$ cat src/design/etok_pkg.sv
// Shared constants, types and character classes for the expression tokenizer.
package etok_pkg;

    // Longest token chunk, and the width of the character count
    localparam int TOKEN_MAX = 32;
    localparam int CNT_W     = 6;

    // Result queue geometry
    localparam int FIFO_DEPTH = 4;
    localparam int PTR_W      = 2;
    localparam int FILL_W     = 3;

    // Token kind codes
    localparam logic [1:0] KIND_IDENT = 2'd0;
    localparam logic [1:0] KIND_OP    = 2'd1;
    localparam logic [1:0] KIND_OTHER = 2'd2;

    // Character codes that the rules name
    localparam logic [7:0] CH_PLUS  = 8'h2B;
    localparam logic [7:0] CH_MINUS = 8'h2D;
    localparam logic [7:0] CH_STAR  = 8'h2A;
    localparam logic [7:0] CH_SLASH = 8'h2F;
    localparam logic [7:0] CH_PCT   = 8'h25;
    localparam logic [7:0] CH_LPAR  = 8'h28;
    localparam logic [7:0] CH_RPAR  = 8'h29;
    localparam logic [7:0] CH_LT    = 8'h3C;
    localparam logic [7:0] CH_GT    = 8'h3E;
    localparam logic [7:0] CH_BANG  = 8'h21;
    localparam logic [7:0] CH_EQ    = 8'h3D;
    localparam logic [7:0] CH_AMP   = 8'h26;
    localparam logic [7:0] CH_BAR   = 8'h7C;
    localparam logic [7:0] CH_UNDER = 8'h5F;
    localparam logic [7:0] CH_HASH  = 8'h23;
    localparam logic [7:0] CH_AT    = 8'h40;

    // One result item
    typedef struct packed {
        logic [7:0] token_char;
        logic [1:0] token_kind;
        logic       token_end;
        logic       expression_done;
        logic       item_last;
    } res_t;

    // Results produced by one accepted item, first in r0
    typedef struct packed {
        logic [1:0] n;
        res_t       r0;
        res_t       r1;
    } push_t;

    function automatic logic is_ident(input logic [7:0] c);
        is_ident = (c >= 8'h61 && c <= 8'h7A) || (c >= 8'h41 && c <= 8'h5A) ||
                   (c >= 8'h30 && c <= 8'h39) || c == CH_UNDER || c == CH_HASH ||
                   c == CH_AT;
    endfunction

    function automatic logic is_op(input logic [7:0] c);
        is_op = c == CH_PLUS || c == CH_MINUS || c == CH_STAR || c == CH_SLASH ||
                c == CH_PCT || c == CH_LPAR || c == CH_RPAR || c == CH_LT ||
                c == CH_GT || c == CH_BANG || c == CH_EQ || c == CH_AMP ||
                c == CH_BAR;
    endfunction

    function automatic logic is_sign(input logic [7:0] c);
        is_sign = c == CH_PLUS || c == CH_MINUS;
    endfunction

    function automatic logic [1:0] kind_of(input logic [7:0] c);
        if (is_ident(c))
            kind_of = KIND_IDENT;
        else if (is_op(c))
            kind_of = KIND_OP;
        else
            kind_of = KIND_OTHER;
    endfunction

endpackage

$ cat src/design/expression_tokenizer.sv
// Top level of the expression tokenizer: lookahead lexer feeding a result queue.
//
//  Channel   Direction  tdata            tuser                              tlast
//  s_axis    in         character        -                                  end_of_expression
//  m_axis    out        token_char       kind, token_end, expression_done   item_last
//
// One input item is taken per cycle while s_axis_tready is high; each gives zero,
// one or two result items, and results leave at one per cycle while m_axis_tready
// is high, from a four-entry queue. s_axis_tready is high while the queue has room
// for two results, so input stalls only when m_axis is held off. Reset clears the
// lookahead and the queue.
module expression_tokenizer
(
    input  logic        clk,
    input  logic        rst_n,
    input  logic        s_axis_tvalid,
    output logic        s_axis_tready,
    input  logic [7:0]  s_axis_tdata,   // [7:0] character
    input  logic        s_axis_tlast,
    output logic        m_axis_tvalid,
    input  logic        m_axis_tready,
    output logic [7:0]  m_axis_tdata,   // [7:0] token_char
    output logic [3:0]  m_axis_tuser,   // [1:0] token_kind, [2] token_end,
                                        // [3] expression_done
    output logic        m_axis_tlast
);

    etok_pkg::push_t push;
    etok_pkg::res_t  out_res;
    logic            room;
    logic            in_fire;

    assign s_axis_tready = room;
    assign in_fire       = s_axis_tvalid && room;

    etok_lexer u_lexer
    (
        .clk     (clk),
        .rst_n   (rst_n),
        .in_fire (in_fire),
        .in_char (s_axis_tdata),
        .in_eoe  (s_axis_tlast),
        .push    (push)
    );

    etok_out_fifo u_fifo
    (
        .clk       (clk),
        .rst_n     (rst_n),
        .push      (push),
        .room      (room),
        .out_valid (m_axis_tvalid),
        .out_ready (m_axis_tready),
        .out_res   (out_res)
    );

    // Unpack the head result onto the stream
    assign m_axis_tdata = out_res.token_char;
    assign m_axis_tuser = {out_res.expression_done, out_res.token_end, out_res.token_kind};
    assign m_axis_tlast = out_res.item_last;

endmodule

$ cat src/design/etok_lexer.sv
// Lookahead register and token decision: turns one item into up to two results.
module etok_lexer
(
    input  logic                clk,
    input  logic                rst_n,
    input  logic                in_fire,
    input  logic [7:0]          in_char,
    input  logic                in_eoe,
    output etok_pkg::push_t     push
);

    logic [7:0]                held_char_reg, held_char_next;
    logic                      held_valid_reg, held_valid_next;
    logic [1:0]                held_kind_reg, held_kind_next;
    logic [etok_pkg::CNT_W-1:0] count_reg, count_next;

    logic       cont;
    logic [6:0] pos;
    logic [1:0] new_kind;
    etok_pkg::res_t held_res;
    etok_pkg::res_t new_res;

    // Decide whether the new character extends the held character's token
    always_comb
    begin
        pos  = {1'b0, count_reg} + 7'd1;
        cont = 1'b0;
        case (held_kind_reg)
            etok_pkg::KIND_IDENT:
            begin
                cont = etok_pkg::is_ident(in_char) && (pos < 7'(etok_pkg::TOKEN_MAX));
            end
            etok_pkg::KIND_OP:
            begin
                if (etok_pkg::is_sign(held_char_reg))
                    cont = etok_pkg::is_sign(in_char) &&
                           (pos < 7'(etok_pkg::TOKEN_MAX));
                else if (count_reg != '0)
                    cont = 1'b0;
                else if ((held_char_reg == etok_pkg::CH_LT ||
                          held_char_reg == etok_pkg::CH_GT ||
                          held_char_reg == etok_pkg::CH_EQ ||
                          held_char_reg == etok_pkg::CH_BANG) &&
                         in_char == etok_pkg::CH_EQ)
                    cont = 1'b1;
                else if ((held_char_reg == etok_pkg::CH_AMP ||
                          held_char_reg == etok_pkg::CH_BAR) &&
                         in_char == held_char_reg)
                    cont = 1'b1;
                else
                    cont = 1'b0;
            end
            default:
            begin
                cont = 1'b0;
            end
        endcase
    end

    // Build the results and the next lookahead state
    always_comb
    begin
        new_kind = etok_pkg::kind_of(in_char);

        held_res.token_char      = held_char_reg;
        held_res.token_kind      = held_kind_reg;
        held_res.token_end       = ~cont;
        held_res.expression_done = 1'b0;
        held_res.item_last       = ~in_eoe;

        new_res.token_char      = in_char;
        new_res.token_kind      = new_kind;
        new_res.token_end       = 1'b1;
        new_res.expression_done = 1'b1;
        new_res.item_last       = 1'b1;

        push            = '0;
        held_char_next  = held_char_reg;
        held_valid_next = held_valid_reg;
        held_kind_next  = held_kind_reg;
        count_next      = count_reg;

        if (in_fire)
        begin
            // Release the held character once its successor is known
            if (held_valid_reg)
            begin
                push.r0    = held_res;
                push.r1    = new_res;
                push.n     = in_eoe ? 2'd2 : 2'd1;
                count_next = cont ? count_reg + etok_pkg::CNT_W'(1) : '0;
            end
            else
            begin
                push.r0    = new_res;
                push.n     = in_eoe ? 2'd1 : 2'd0;
                count_next = '0;
            end

            // Hold the new character, or clear everything at end of expression
            if (in_eoe)
            begin
                held_char_next  = '0;
                held_valid_next = 1'b0;
                held_kind_next  = etok_pkg::KIND_IDENT;
                count_next      = '0;
            end
            else
            begin
                held_char_next  = in_char;
                held_valid_next = 1'b1;
                held_kind_next  = new_kind;
            end
        end
    end

    // Lookahead state
    always_ff @(posedge clk or negedge rst_n)
    begin
        if (!rst_n)
        begin
            held_char_reg  <= '0;
            held_valid_reg <= 1'b0;
            held_kind_reg  <= etok_pkg::KIND_IDENT;
            count_reg      <= '0;
        end
        else
        begin
            held_char_reg  <= held_char_next;
            held_valid_reg <= held_valid_next;
            held_kind_reg  <= held_kind_next;
            count_reg      <= count_next;
        end
    end

endmodule

$ cat src/design/etok_out_fifo.sv
// Four-entry result queue: takes up to two results a cycle, gives one while out_ready is high.
module etok_out_fifo
(
    input  logic                clk,
    input  logic                rst_n,
    input  etok_pkg::push_t     push,
    output logic                room,
    output logic                out_valid,
    input  logic                out_ready,
    output etok_pkg::res_t      out_res
);

    etok_pkg::res_t                 mem_reg [etok_pkg::FIFO_DEPTH];
    logic [etok_pkg::PTR_W-1:0]     wr_ptr_reg, wr_ptr_next;
    logic [etok_pkg::PTR_W-1:0]     rd_ptr_reg, rd_ptr_next;
    logic [etok_pkg::FILL_W-1:0]    fill_reg, fill_next;
    logic [etok_pkg::PTR_W-1:0]     wr_ptr_plus1;
    logic                           pop;

    assign room      = fill_reg <= etok_pkg::FILL_W'(etok_pkg::FIFO_DEPTH - 2);
    assign out_valid = fill_reg != '0;
    assign out_res   = mem_reg[rd_ptr_reg];
    assign pop       = out_valid && out_ready;
    assign wr_ptr_plus1 = wr_ptr_reg + etok_pkg::PTR_W'(1);

    // Advance pointers and fill level
    always_comb
    begin
        wr_ptr_next = wr_ptr_reg + etok_pkg::PTR_W'(push.n);
        rd_ptr_next = rd_ptr_reg + etok_pkg::PTR_W'(pop);
        fill_next   = fill_reg + etok_pkg::FILL_W'(push.n) - etok_pkg::FILL_W'(pop);
    end

    // Store incoming results
    always_ff @(posedge clk)
    begin
        if (push.n != 2'd0)
            mem_reg[wr_ptr_reg] <= push.r0;
        if (push.n == 2'd2)
            mem_reg[wr_ptr_plus1] <= push.r1;
    end

    // Queue control
    always_ff @(posedge clk or negedge rst_n)
    begin
        if (!rst_n)
        begin
            wr_ptr_reg <= '0;
            rd_ptr_reg <= '0;
            fill_reg   <= '0;
        end
        else
        begin
            wr_ptr_reg <= wr_ptr_next;
            rd_ptr_reg <= rd_ptr_next;
            fill_reg   <= fill_next;
        end
    end

endmodule
$ cat config.mk
export PLATFORM = sky130hd
export DESIGN_NAME = expression_tokenizer
export DESIGN_NICKNAME = d
export VERILOG_FILES = /design/src/design/etok_pkg.sv /design/src/design/expression_tokenizer.sv /design/src/design/etok_lexer.sv /design/src/design/etok_out_fifo.sv
export SDC_FILE = /design/constraint.sdc
export NUM_CORES = 1
export LEC_CHECK = 0
export BUFFER_PORTS_ARGS = -buffer_cell sky130_fd_sc_hd__buf_2
export CORE_MARGIN = 3
export CORE_UTILIZATION = 61
export DETAILED_ROUTE_END_ITERATION = 8
export PLACE_DENSITY = 0.8
export SLEW_MARGIN = 15
export SYNTH_ARGS = -nofsm -noshare
export SYNTH_HDL_FRONTEND = slang
export SYNTH_HIERARCHICAL = 1
export SYNTH_SLANG_ARGS = --single-unit
export TNS_END_PERCENT = 30
$ cat constraint.sdc
create_clock -name clk -period 3.6 [get_ports clk]
set_input_delay 0 -clock clk [delete_from_list [all_inputs] [get_ports clk]]
set_output_delay 0 -clock clk [all_outputs]
set_load 0.02 [all_outputs]
-- Yosys cells after proc, flatten, opt, wreduce, memory -nomap -nowiden
Memory sizes are Yosys's and may differ from the RTL's.
Cells that the tools add are included.
W data, S select, Z words.
- flip-flop bits (word level): 24
- memory bits (writable): 52
- input bits: 13
- output and inout bits: 15
- logic and storage cells: 109
- memories: 1
- $add $sub $neg: 7
- order comparisons: 8
- equal/unequal tests: 27
- mux-type cells: 22
- bitwise operators: 2
- reduce and logical (&&, ||, !) cells: 35
- memory list (name ; words ; bits a word ; read ports ; clocked after memory_dff ; wr ports ; RTL line ; text):
    u_fifo.mem_reg ; 4 ; 13 ; 1 ; 0 ; 2 ; etok_out_fifo.sv:13 ; etok_pkg::res_t mem_reg [etok_pkg::FIFO_DEPTH];
- operators with widths (operator ; count):
    $eq A8 B6 Y1 const B ; 20
    $eq A8 B7 Y1 const B ; 4
    $mux W28 ; 1
    $logic_or A1 B1 Y1 ; 22
    $mux W6 ; 3
    $ge A8 B7 Y1 const B ; 2
    $le A8 B7 Y1 const B ; 2
    $mux W15 ; 1
    $mux W13 ; 1
    $mux W1 ; 10
    $logic_and A1 B1 Y1 ; 9
    $eq A8 B8 Y1 ; 1
    $ge A8 B6 Y1 const B ; 1
    $le A8 B6 Y1 const B ; 1
    $mux W2 ; 4
    $mux W8 ; 1
    $add A6 B1 Y7 const B ; 1
    $lt A7 B6 Y1 const B ; 1
    $add A6 B1 Y6 const B ; 1
    $reduce_bool A6 Y1 ; 1
    $add A3 B2 Y3 ; 1
    $le A3 B2 Y1 const B ; 1
    $reduce_bool A3 Y1 ; 1
    $sub A3 B1 Y3 ; 1
    other kinds (9) ; 10

-- Depth between registers and ports, before layout
Gate-level depths: netlist of run 1.
- depth in word-level cells: 20
- depth in mapped cells: 11
- mapped depth without buffers: 8

-- Hierarchy
Netlist of run 1, hierarchy kept.
- modules (own cells, without submodules) (module ; instances ; cells each ; area an instance (sq um)):
    etok_out_fifo ; 1 ; 166 ; 2972.9
    etok_lexer ; 1 ; 195 ; 1525.2
    expression_tokenizer ; 1 ; 1 ; 6.3

-- Worst setup path after synthesis of run 1
OpenSTA, ideal clock, no wires.
- path kind: reg2reg
- start point: register u_fifo/fill_reg[1] (netlist bit)
- end point: memory u_fifo/mem_reg[0][0] (netlist bit) (enable)
- data arrival time: 3.021 ns
- slack: 0.175 ns
- cell stages (with the launch flop): 8
- path buffers: 2
- period minus slack after synthesis: 3.425 ns
- path through: dfrtp_1 a21oi_1 and2_1 clkbuf_1 clkbuf_1 and2_1 nor2_1 o31ai_1
- RTL lines (item ; RTL line ; text):
    start, declared ; etok_out_fifo.sv:16 ; logic [etok_pkg::FILL_W-1:0] fill_reg, fill_next;
    start signal, assigned ; etok_out_fifo.sv:56 ; fill_reg <= fill_next;
    end, declared ; etok_out_fifo.sv:13 ;

==> impl_metrics.env, run 1 <==
export IMPL_synthTopCellsByCount="edfxtp_1 (52), mux2_2 (44), dfrtp_1 (24)"
export IMPL_initial_utilization_pct=64.52
export IMPL_slew_viol_final=0
export IMPL_core_area_um2=6982
export IMPL_worstMarginPinSlew_ns=0.9751
export IMPL_hold_viol=0
export IMPL_rr_startpoint="u_lexer/held_char_reg[6]"
export IMPL_worstSkewPairLatency_ns=0.36
export IMPL_place_area_um2=4691
export IMPL_fin_util_pct=70.65
export IMPL_fin_worst_skew_ns=0.007031
export IMPL_antenna_found_initial=0
export IMPL_synthCells=362
export IMPL_critPathLaunchType="flip-flop"
export IMPL_synthTopCellsByArea="edfxtp_1 (35%), dfrtp_1 (13%), mux2_2 (11%)"
export IMPL_hpwl_um=6202
export IMPL_die_y_um=91.93
export IMPL_setup_viol=0
export IMPL_ioPinCount=28
export IMPL_fmax_mhz=356.1
export IMPL_fin_area_um2=4932
export IMPL_wl_um=9283
export IMPL_critPathMaxStageDelay_ns=0.58
export IMPL_setup_tns_ns=0
export IMPL_min_path_type="input port to flip-flop"
export IMPL_fill_cells=504
export IMPL_routedWlPerCell_um=18.91
export IMPL_grt_pass1_wl_um=15240
export IMPL_synth_top_flop_cell="edfxtp_1"
export IMPL_avgSynthCellArea_um2=12.44
export IMPL_critPathRequiredTime_ns=3.71
export IMPL_cts_buffer_depth=2
export IMPL_largest_reg_flops=52
export IMPL_cp_data_arrival_time_ns=2.92
export IMPL_synth_area_leader_cell="edfxtp_1"
export IMPL_path_class="flip-flop to flip-flop"
export IMPL_syn_nets=383
export IMPL_io_buffers=27
export IMPL_slowest_stage="or4b_1"
export IMPL_grt_pass1_vias=2889
export IMPL_place_gp_congestion=0.8950
export IMPL_vias=3000
export IMPL_cts_sinks=76
export IMPL_crit_fanout=7
export IMPL_gr_usage_met1_pct=32.20
export IMPL_grt_util_all_layers_pct=23.72
export IMPL_cts_max_level=3
export IMPL_yosys_area_share_simple_pct=12.06
export IMPL_synthXorXnorAreaFrac_pct=3.306
export IMPL_synth_fa_ha_area_share_pct=2.389
export IMPL_leakage_uw=0.001937
export IMPL_die_area_um2=8451
export IMPL_use_met2_pct=38.08
export IMPL_crit_chain="or4b_1, a2111oi_2, nand3_1, a211oi_2, nor2_2, o41a_1, mux2_1"
export IMPL_grt_max_degree=48
export IMPL_rows=30
export IMPL_netlist_area_um2=4504
export IMPL_synth_warnings=6
export IMPL_drtPass1Iterations=5
export IMPL_yosysTopAreaCellShare_pct=34.67
export IMPL_synth_edff_count=52
export IMPL_synth_top_family_by_area="multiplexers"
export IMPL_drv_cap=0
export IMPL_relSlewSlack_pct=34.99
export IMPL_min_period_over_period_pct=78.00
export IMPL_via_per_inst=6.110
export IMPL_period_needed_ns=2.808
export IMPL_crit_start="u_lexer/held_char_reg[6]"
export IMPL_area_growth_pct=9.500
export IMPL_yosysMostFrequentCell="edfxtp_1"
export IMPL_crit_path_end_kind="flip-flop"
export IMPL_synth_compound_area_share_pct=6.861
export IMPL_r2r_slack_ns=0.79
export IMPL_root_buffer="clkbuf_8"
export IMPL_synth_cell_types=56
export IMPL_status="finished, final reports clean"
export IMPL_layout_nets=411
export IMPL_p_per_area_nw_per_um2=661.2
export IMPL_drtAntennaViolNets=0
export IMPL_globalRoute_totalOverflow=0
export IMPL_async_reset_ff_share_pct=31.58
export IMPL_rsz0062_at_grt="no"
export IMPL_cts_tree="yes"
export IMPL_use_met3_pct=4.594
export IMPL_ctsResizeCount=0
export IMPL_drc_errors=0
export IMPL_drive_gt1_share_pct=29.87
export IMPL_peakVddDrop_uv=267.7
export IMPL_die_x_um=91.93
export IMPL_cts_made_buffers=9
export IMPL_grt_busiest_layer="met2"
export IMPL_clk_pin_slew_ns=0.08
export IMPL_drtIter0Drc=271
export IMPL_ys_ff_latch=76
export IMPL_hp_start="s_axis_tdata[0]"
export IMPL_antenna_cells=0
export IMPL_ys_seq_area_share_pct=48.00
export IMPL_muxShareOfSynthArea_pct=22.19
==> power by group <==
| part | internal (µW) | switching, µW |
|---|---|---|
| clock | 247 | 321 |
| sequential | 1170 | 252 |
| combinational | 605 | 671 |
| total | 2020 | 1240 |
==> layout make-up <==
cell class | count | area [µm²] | share of cell area (%)
clock inverter | 5 | 30.03 | 0.6088
tap | 96 | 120.1 | 2.435
inverter | 23 | 86.33 | 1.750
sequential | 76 | 2162 | 43.84
timing repair buffer | 44 | 282.8 | 5.733
multi-input combinational | 236 | 2120 | 42.97
clock buffer | 11 | 131.4 | 2.664
==> metrics by stage <==
| stage | cells | hold slack [ns] | power [µW] | worst slack, ns |
|---|---|---|---|---|
| 6_report | 491 | 0.01197 | 3261 | 0.7921 |
| 2_1_floorplan | 362 | -0.2956 | 2365 | 0.1747 |
| 3_3_place_gp | 467 | 0.01816 | 2663 | 0.9150 |
| 4_1_cts | 491 | 0.007422 | 3264 | 0.8195 |
| 3_5_place_dp | 467 | 0.02571 | 2691 | 0.8414 |
| 5_1_grt | 491 | 0.02515 | 3469 | 0.6365 |
==> repair_timing <==
item / 4_1_cts / 5_1_grt
setup buffers: 0 / 0
hold buffers: 8 / 0
hold endpoints to repair: 31 / 0
==> routing by layer <==
| metal | part of all wire (%) | vias up |
|---|---|---|
| met5 | 0 | - |
| met4 | 2.6 | 0 |
| met3 | 6.8 | 27 |
| met2 | 47 | 125 |
| met1 | 43 | 1440 |
| li1 | - | 1408 |
==> cells in the final DEF (no fill, tap or decap), drive strengths merged, types with 3 or more instances in the layout <==
cell	netlist	routed
a21oi	4	4
and2	3	3
and3	8	8
buf	15	36
clkbuf	12	11
clkinv	0	3
dfrtp	24	24
dlygate4sd3	0	8
edfxtp	52	52
ha	7	7
inv	23	23
mux2	53	53
mux2i	11	11
mux4	13	13
nand2	18	18
nand2b	5	5
nand3	10	10
nand4b	3	3
nor2	11	11
nor2b	13	13
nor3	3	3
o21ai	7	7
o22ai	12	12
o31ai	3	3
or3	5	5
xnor2	8	8
xor2	9	9
==> kinds of logic after synthesis <==
logic type               count (synthesis)
AND/OR/NAND/NOR                         91
AO/OA/AOI/OAI                           43
XOR/XNOR                                17
multiplexers                            77
buffers and inverters                   50
flip-flops                              76
adder cells (fa/ha/maj)                  8
==> critical path, delay by kind of cell, from the launching register on <==
| family | cells | cell delay (ns) |
|---|---|---|
| AO/OA/AOI/OAI | 3 | 0.97 |
| flip-flops | 1 | 0.45 |
| multiplexers | 1 | 0.29 |
| AND/OR/NAND/NOR | 3 | 0.84 |
==> path summary, 6_finish.rpt <==
path | endpoint | cells past startpoint
min | u_lexer/held_char_reg[0] | 3
max in group asynchronous | u_lexer/count_reg[0] | 2
max reg2reg | u_fifo/mem_reg[2][2] | 7
min in group asynchronous | u_fifo/rd_ptr_reg[1] | 2
max | u_fifo/mem_reg[2][2] | 7
min reg2reg | u_lexer/count_reg[5] | 1
Power figures use the tool's default switching activity.
==> run 2: changes to the inputs <==
--- a/config.mk
+++ b/config.mk
@@ -7,9 +7,9 @@
 export LEC_CHECK = 0
 export BUFFER_PORTS_ARGS = -buffer_cell sky130_fd_sc_hd__buf_2
 export CORE_MARGIN = 3
-export CORE_UTILIZATION = 61
+export CORE_UTILIZATION = 55
 export DETAILED_ROUTE_END_ITERATION = 8
-export PLACE_DENSITY = 0.8
+export PLACE_DENSITY = 0.76
 export SLEW_MARGIN = 15
 export SYNTH_ARGS = -nofsm -noshare
 export SYNTH_HDL_FRONTEND = slang
==> constraint.sdc (replaced) <==
create_clock -name clk -period 2.3 [get_ports clk]
set_input_delay 0 -clock clk [delete_from_list [all_inputs] [get_ports clk]]
set_output_delay 0 -clock clk [all_outputs]
set_load 0.02 [all_outputs]
==> run 2 against run 1 <==
Effect of this change: the run now ends with setup timing left; via count is 1.9% higher; hold slack better by 0.037 ns; power is 70% higher; register-to-register slack worse by 1.1 ns; clock-buffer cell count is 2 lower; combinational power is 91% higher; non-clock buffer count is 20 higher; global-route usage is 0.61 points lower; critical endpoint is now u_fifo/mem_reg[3][2]; largest power group is now combinational cells.
==> impl_metrics.env, run 2 (synthesis gave the netlist of run 1 again) <==
export IMPL_cts_max_level=3
export IMPL_violations="setup timing"
export IMPL_worstMarginPinSlew_ns=0.6892
export IMPL_p_sw_uw=2089
export IMPL_seq_area_um2=2163
export IMPL_place_gp_congestion=0.8692
export IMPL_cts_tree="yes"
export IMPL_fill_cells=579
export IMPL_antenna_cells=0
export IMPL_p_sw_share_pct=37.62
export IMPL_holdWs_ns=0.04905
export IMPL_drtIter0Drc=173
export IMPL_drtPass1Iterations=4
export IMPL_p_comb_share_pct=43.9
export IMPL_min_path_type="input port to flip-flop"
export IMPL_routedWlPerCell_um=19.08
export IMPL_ioPinCount=28
export IMPL_grt_max_degree=49
export IMPL_status="complete, but fails checks"
export IMPL_dp_cells=492
export IMPL_peakVddDrop_uv=478.3
export IMPL_initial_utilization_pct=57.40
export IMPL_period_needed_ns=2.588
export IMPL_fmax_mhz=386.4
export IMPL_drc_errors=0
export IMPL_crit_fanout=4
export IMPL_cts_made_buffers=9
export IMPL_root_buffer="clkbuf_8"
export IMPL_grt_pass1_vias=3209
export IMPL_crit_path_end_kind="flip-flop"
export IMPL_die_y_um=96.50
export IMPL_vias=3058
export IMPL_grt_pass1_wl_um=16180
export IMPL_die_area_um2=9311
export IMPL_clk_pin_slew_ns=0.08
export IMPL_layout_nets=431
export IMPL_drtAntennaViolNets=0
export IMPL_drv_cap=0
export IMPL_min_period_over_period_pct=112.5
export IMPL_clockPowerShare_pct=18.5
export IMPL_fin_worst_skew_ns=0.009705
export IMPL_intPower_uw=3464
export IMPL_critPathLaunchType="flip-flop"
export IMPL_path_class="flip-flop to flip-flop"
export IMPL_final_common_cell="edfxtp_1"
export IMPL_die_x_um=96.50
export IMPL_multi_input_area_um2=2207
export IMPL_antenna_found_initial=0
export IMPL_cp_data_arrival_time_ns=2.69
export IMPL_cts_sinks=76
export IMPL_cts_buffer_depth=2
export IMPL_via_per_inst=5.915
export IMPL_globalRoute_totalOverflow=0
export IMPL_core_area_um2=7848
export IMPL_total_power_uw=5552
export IMPL_hpwl_um=6612
export IMPL_grt_util_all_layers_pct=23.11
export IMPL_critPathRequiredTime_ns=2.40
export IMPL_leakage_uw=0.002074
export IMPL_hold_viol=0
export IMPL_slew_viol_final=0
export IMPL_io_buffers=27
export IMPL_drive_gt1_share_pct=36.63
export IMPL_relSlewSlack_pct=54.05
export IMPL_largest_reg_flops=52
export IMPL_setup_viol=4
export IMPL_wl_um=9864
export IMPL_p_per_area_nw_per_um2=1057
export IMPL_rsz0062_at_grt="yes"
export IMPL_fin_ws_ns=-0.2880
export IMPL_area_growth_pct=16.67
export IMPL_rows=32
export IMPL_p_seq_share_pct=37.6
export IMPL_final_cell_mix="edfxtp_1 (52), mux2_2 (43), buf_2 (27)"
export IMPL_worstSkewPairLatency_ns=0.35
export IMPL_finalNonFillerCells=517
## run 2: cell count changes in the layout (fill, tap and decap cells not counted), moves of 3 or more
cell      previous run  this run
buf_4                9        25
and2_1               3         0
clkinv_2             3         0
buf_12               0         3
## run 2: final cells by class
type	count	area share, %
Multi-Input combinational cell	236	42.00
Sequential cell	76	41.17
Timing Repair Buffer	64	9.000
Tap cell	102	2.429
Clock buffer	9	2.357
Inverter	23	1.643
Clock inverter	7	1.405
## run 2: critical path: stages (launching register included)
cell and delay, ns:
dfrtp_1 0.40, or4b_4 0.56, a2111oi_4 0.31, nand3_1 0.14
a211oi_2 0.22, nor2_2 0.06, o41a_1 0.37, mux2_2 0.28
## run 2: path summary, 6_finish.rpt
| kind | startpoint | end | slack, ns | cells after the start |
|---|---|---|---|---|
| hold / removal | s_axis_tlast | u_lexer/held_char_reg[4] | 0.05 | 3 |
| max in group asynchronous | rst_n | u_fifo/fill_reg[0] | 1.74 | 2 |
| min in group asynchronous | rst_n | u_lexer/count_reg[4] | 0.17 | 2 |
| setup / recovery | u_lexer/held_char_reg[4] | u_fifo/mem_reg[3][2] | -0.29 | 7 |
| setup reg to reg | u_lexer/held_char_reg[4] | u_fifo/mem_reg[3][2] | -0.29 | 7 |
| hold reg to reg | u_lexer/count_reg[5] | u_lexer/count_reg[5] | 0.60 | 1 |
## run 2: stage by stage
| stage | worst slack [ns] | TNS, ns | instance area [µm²] | utilization, % |
|---|---|---|---|---|
| 2_1_floorplan | -0.2130 | -7.428 | 4568 | - |
| 3_3_place_gp | -0.2305 | -0.8635 | 4913 | 62.61 |
| 3_5_place_dp | -0.2956 | -1.127 | 4913 | 62.61 |
| 4_1_cts | -0.2806 | -1.075 | 5218 | 66.49 |
| 5_1_grt | -0.3552 | -1.411 | 5255 | 66.96 |
| 6_report | -0.2880 | -1.146 | 5255 | 66.96 |
## run 2: what timing repair did
action / CTS / global route
hold buffers: 9 / 0
endpoints found under the setup margin: 4 / 80
endpoints found under the hold margin: 32 / 0
pin swaps: 0 / 2
buffers inserted: 0 / 1
resized for setup: 2 / 9
## run 2: routing by layer
layer	share of wire, %	track usage [%]	vias up	routed length (µm)
met5	0	0	-	0
met4	1.4	7.827	0	138
met3	4.2	4.183	13	411
met2	51	39.14	87	5079
met1	43	30.01	1517	4235
li1	-	-	1441	-
## run 2: power groups by stage
stage	clock network [µW]	registers, µW	logic [µW]
floorplan	0	2040	1750
global placement	0	2090	2300
detailed placement	0	2120	2360
CTS	1050	2090	2410
global route	1110	2130	2660
finish	1030	2090	2440
==> run 3: changes to the inputs <==
--- a/config.mk
+++ b/config.mk
@@ -10,6 +10,7 @@
 export CORE_UTILIZATION = 55
 export DETAILED_ROUTE_END_ITERATION = 8
 export PLACE_DENSITY = 0.76
+export RECOVER_POWER = 50
 export SLEW_MARGIN = 15
 export SYNTH_ARGS = -nofsm -noshare
 export SYNTH_HDL_FRONTEND = slang
==> run 3 against run 2 <==
Effect of this change: the flow still finishes with violations (setup timing); utilization decreased by 0.37 points; sequential cell count unchanged; die area unchanged; register-to-register slack about the same; critical path depth unchanged.
==> impl_metrics.env, run 3 (synthesis gave the netlist of run 1 again) <==
export IMPL_fin_ws_ns=-0.2846
export IMPL_fin_area_um2=5226
export IMPL_wl_met3_um=473
export IMPL_wl_um=9788
export IMPL_fin_worst_skew_ns=0.01015
export IMPL_min_path_type="input port to flip-flop"
export IMPL_grt_max_degree=49
export IMPL_worstMarginPinSlew_ns=1.351
export IMPL_antenna_found_initial=0
export IMPL_place_gp_congestion=0.8692
export IMPL_largest_reg_flops=52
export IMPL_cts_tree="yes"
export IMPL_multi_input_area_um2=2205
export IMPL_cts_sinks=76
export IMPL_setup_viol=87
export IMPL_cts_buffer_depth=2
export IMPL_seq_area_um2=2162
export IMPL_drtAntennaViolNets=0
export IMPL_worstSkewPairLatency_ns=0.35
export IMPL_drtPass1Iterations=5
export IMPL_rows=32
export IMPL_critPathRequiredTime_ns=2.40
export IMPL_min_period_over_period_pct=112.4
export IMPL_drive_gt1_share_pct=32.29
export IMPL_relSlewSlack_pct=9.915
export IMPL_crit_fanout=4
export IMPL_grt_pass1_vias=3209
export IMPL_r2r_cells=7
export IMPL_dr_wl_met2_um=5070
export IMPL_via_per_inst=5.961
export IMPL_core_area_um2=7848
export IMPL_fmax_mhz=386.9
export IMPL_vias=3082
export IMPL_area_growth_pct=16.03
export IMPL_root_buffer="clkbuf_8"
export IMPL_final_cell_mix="edfxtp_1 (52), mux2_2 (43), dfrtp_1 (24)"
export IMPL_hold_viol=0
export IMPL_holdWs_ns=0.04931
export IMPL_die_x_um=96.50
export IMPL_status="complete, but fails checks"
export IMPL_cts_max_level=3
export IMPL_p_per_area_nw_per_um2=1050
export IMPL_hpwl_um=6612
export IMPL_path_class="flip-flop to flip-flop"
export IMPL_wl_met1_um=4108
export IMPL_dp_cells=492
export IMPL_initial_utilization_pct=57.40
export IMPL_top_layer="met4"
export IMPL_grt_util_all_layers_pct=23.11
export IMPL_drv_cap=0
export IMPL_io_buffers=27
export IMPL_slew_viol_final=0
export IMPL_clk_pin_slew_ns=0.08
export IMPL_final_common_cell="edfxtp_1"
export IMPL_drc_errors=0
export IMPL_routedWlPerCell_um=18.93
export IMPL_ioPinCount=28
export IMPL_fill_cells=585
export IMPL_layout_nets=431
export IMPL_die_area_um2=9311
export IMPL_critPathLaunchType="flip-flop"
export IMPL_period_needed_ns=2.585
export IMPL_die_y_um=96.50
export IMPL_place_area_um2=4913
export IMPL_antenna_cells=0
export IMPL_total_power_uw=5487
export IMPL_cp_data_arrival_time_ns=2.68
export IMPL_fin_util_pct=66.60
export IMPL_finalNonFillerCells=517
export IMPL_hold_depth=3
export IMPL_crit_path_end_kind="flip-flop"
export IMPL_leakage_uw=0.002028
export IMPL_violations="setup timing"
export IMPL_cts_made_buffers=9
export IMPL_drtIter0Drc=179
export IMPL_grt_pass1_wl_um=16180
export IMPL_peakVddDrop_uv=478.5
export IMPL_rsz0062_at_grt="yes"
export IMPL_globalRoute_totalOverflow=0
[run 3: changes by cell type in the layout (fill, tap and decap cells not counted)]
cell,previous run,this run
and2_0,0,1
dfrtp_2,1,0
clkbuf_1,0,16
buf_4,25,23
dfrtp_1,23,24
clkbuf_2,0,1
buf_2,27,12
and2_4,2,1
[run 3: final timing paths]
check / start / slack (ns) / endpoint
setup / recovery: u_lexer/held_char_reg[4] / -0.28 / u_fifo/mem_reg[0][2]
hold / removal: s_axis_tlast / 0.05 / u_lexer/held_char_reg[4]
setup reg to reg: u_lexer/held_char_reg[4] / -0.28 / u_fifo/mem_reg[0][2]
hold reg to reg: u_lexer/count_reg[5] / 0.60 / u_lexer/count_reg[5]
max in group asynchronous: rst_n / 1.02 / u_lexer/count_reg[0]
min in group asynchronous: rst_n / 0.47 / u_lexer/count_reg[4]
[run 3: power by group]
part	internal [µW]	total [µW]	switching, µW
logic	1080	2380	1300
clock network	505	1030	522
registers	1820	2080	260
total	3400	5490	2080
[run 3: critical path, stage by stage, from the launching register on]
cell and delay, ns:
dfrtp_1 0.40, or4b_4 0.56, a2111oi_4 0.31, nand3_1 0.14, a211oi_2 0.22, nor2_2 0.06, o41a_1 0.37, mux2_4 0.28
[run 3: stage by stage]
stage                     worst slack [ns]  setup TNS [ns]
final                              -0.2846          -7.095
after global routing               -0.3552          -21.04
after CTS                          -0.2806          -1.075
after detailed placement           -0.2956          -1.127
after global placement             -0.2305         -0.8635
after floorplan                    -0.2130          -7.428
[run 3: metal layers]
layer,vias to the layer above,track usage (%)
met4,0,7.827
met2,102,39.14
li1,1444,-
met1,1522,30.01
met3,14,4.183
met5,-,0
[run 3: final cells by class]
class	count	area share, %
clock buffers	9	2.370
multi-input cells	236	42.18
clock inverters	7	1.412
well taps	102	2.442
flip-flops and latches	76	41.37
inverters	23	1.652
repair buffers	64	8.571
[run 3: what timing repair did]
item,4_1_cts,5_1_grt
hold endpoints to repair,32,0
pin swaps,0,2
buffers inserted,0,1
gates resized for setup,2,9
hold buffers,9,0
endpoints found under the setup margin,4,80
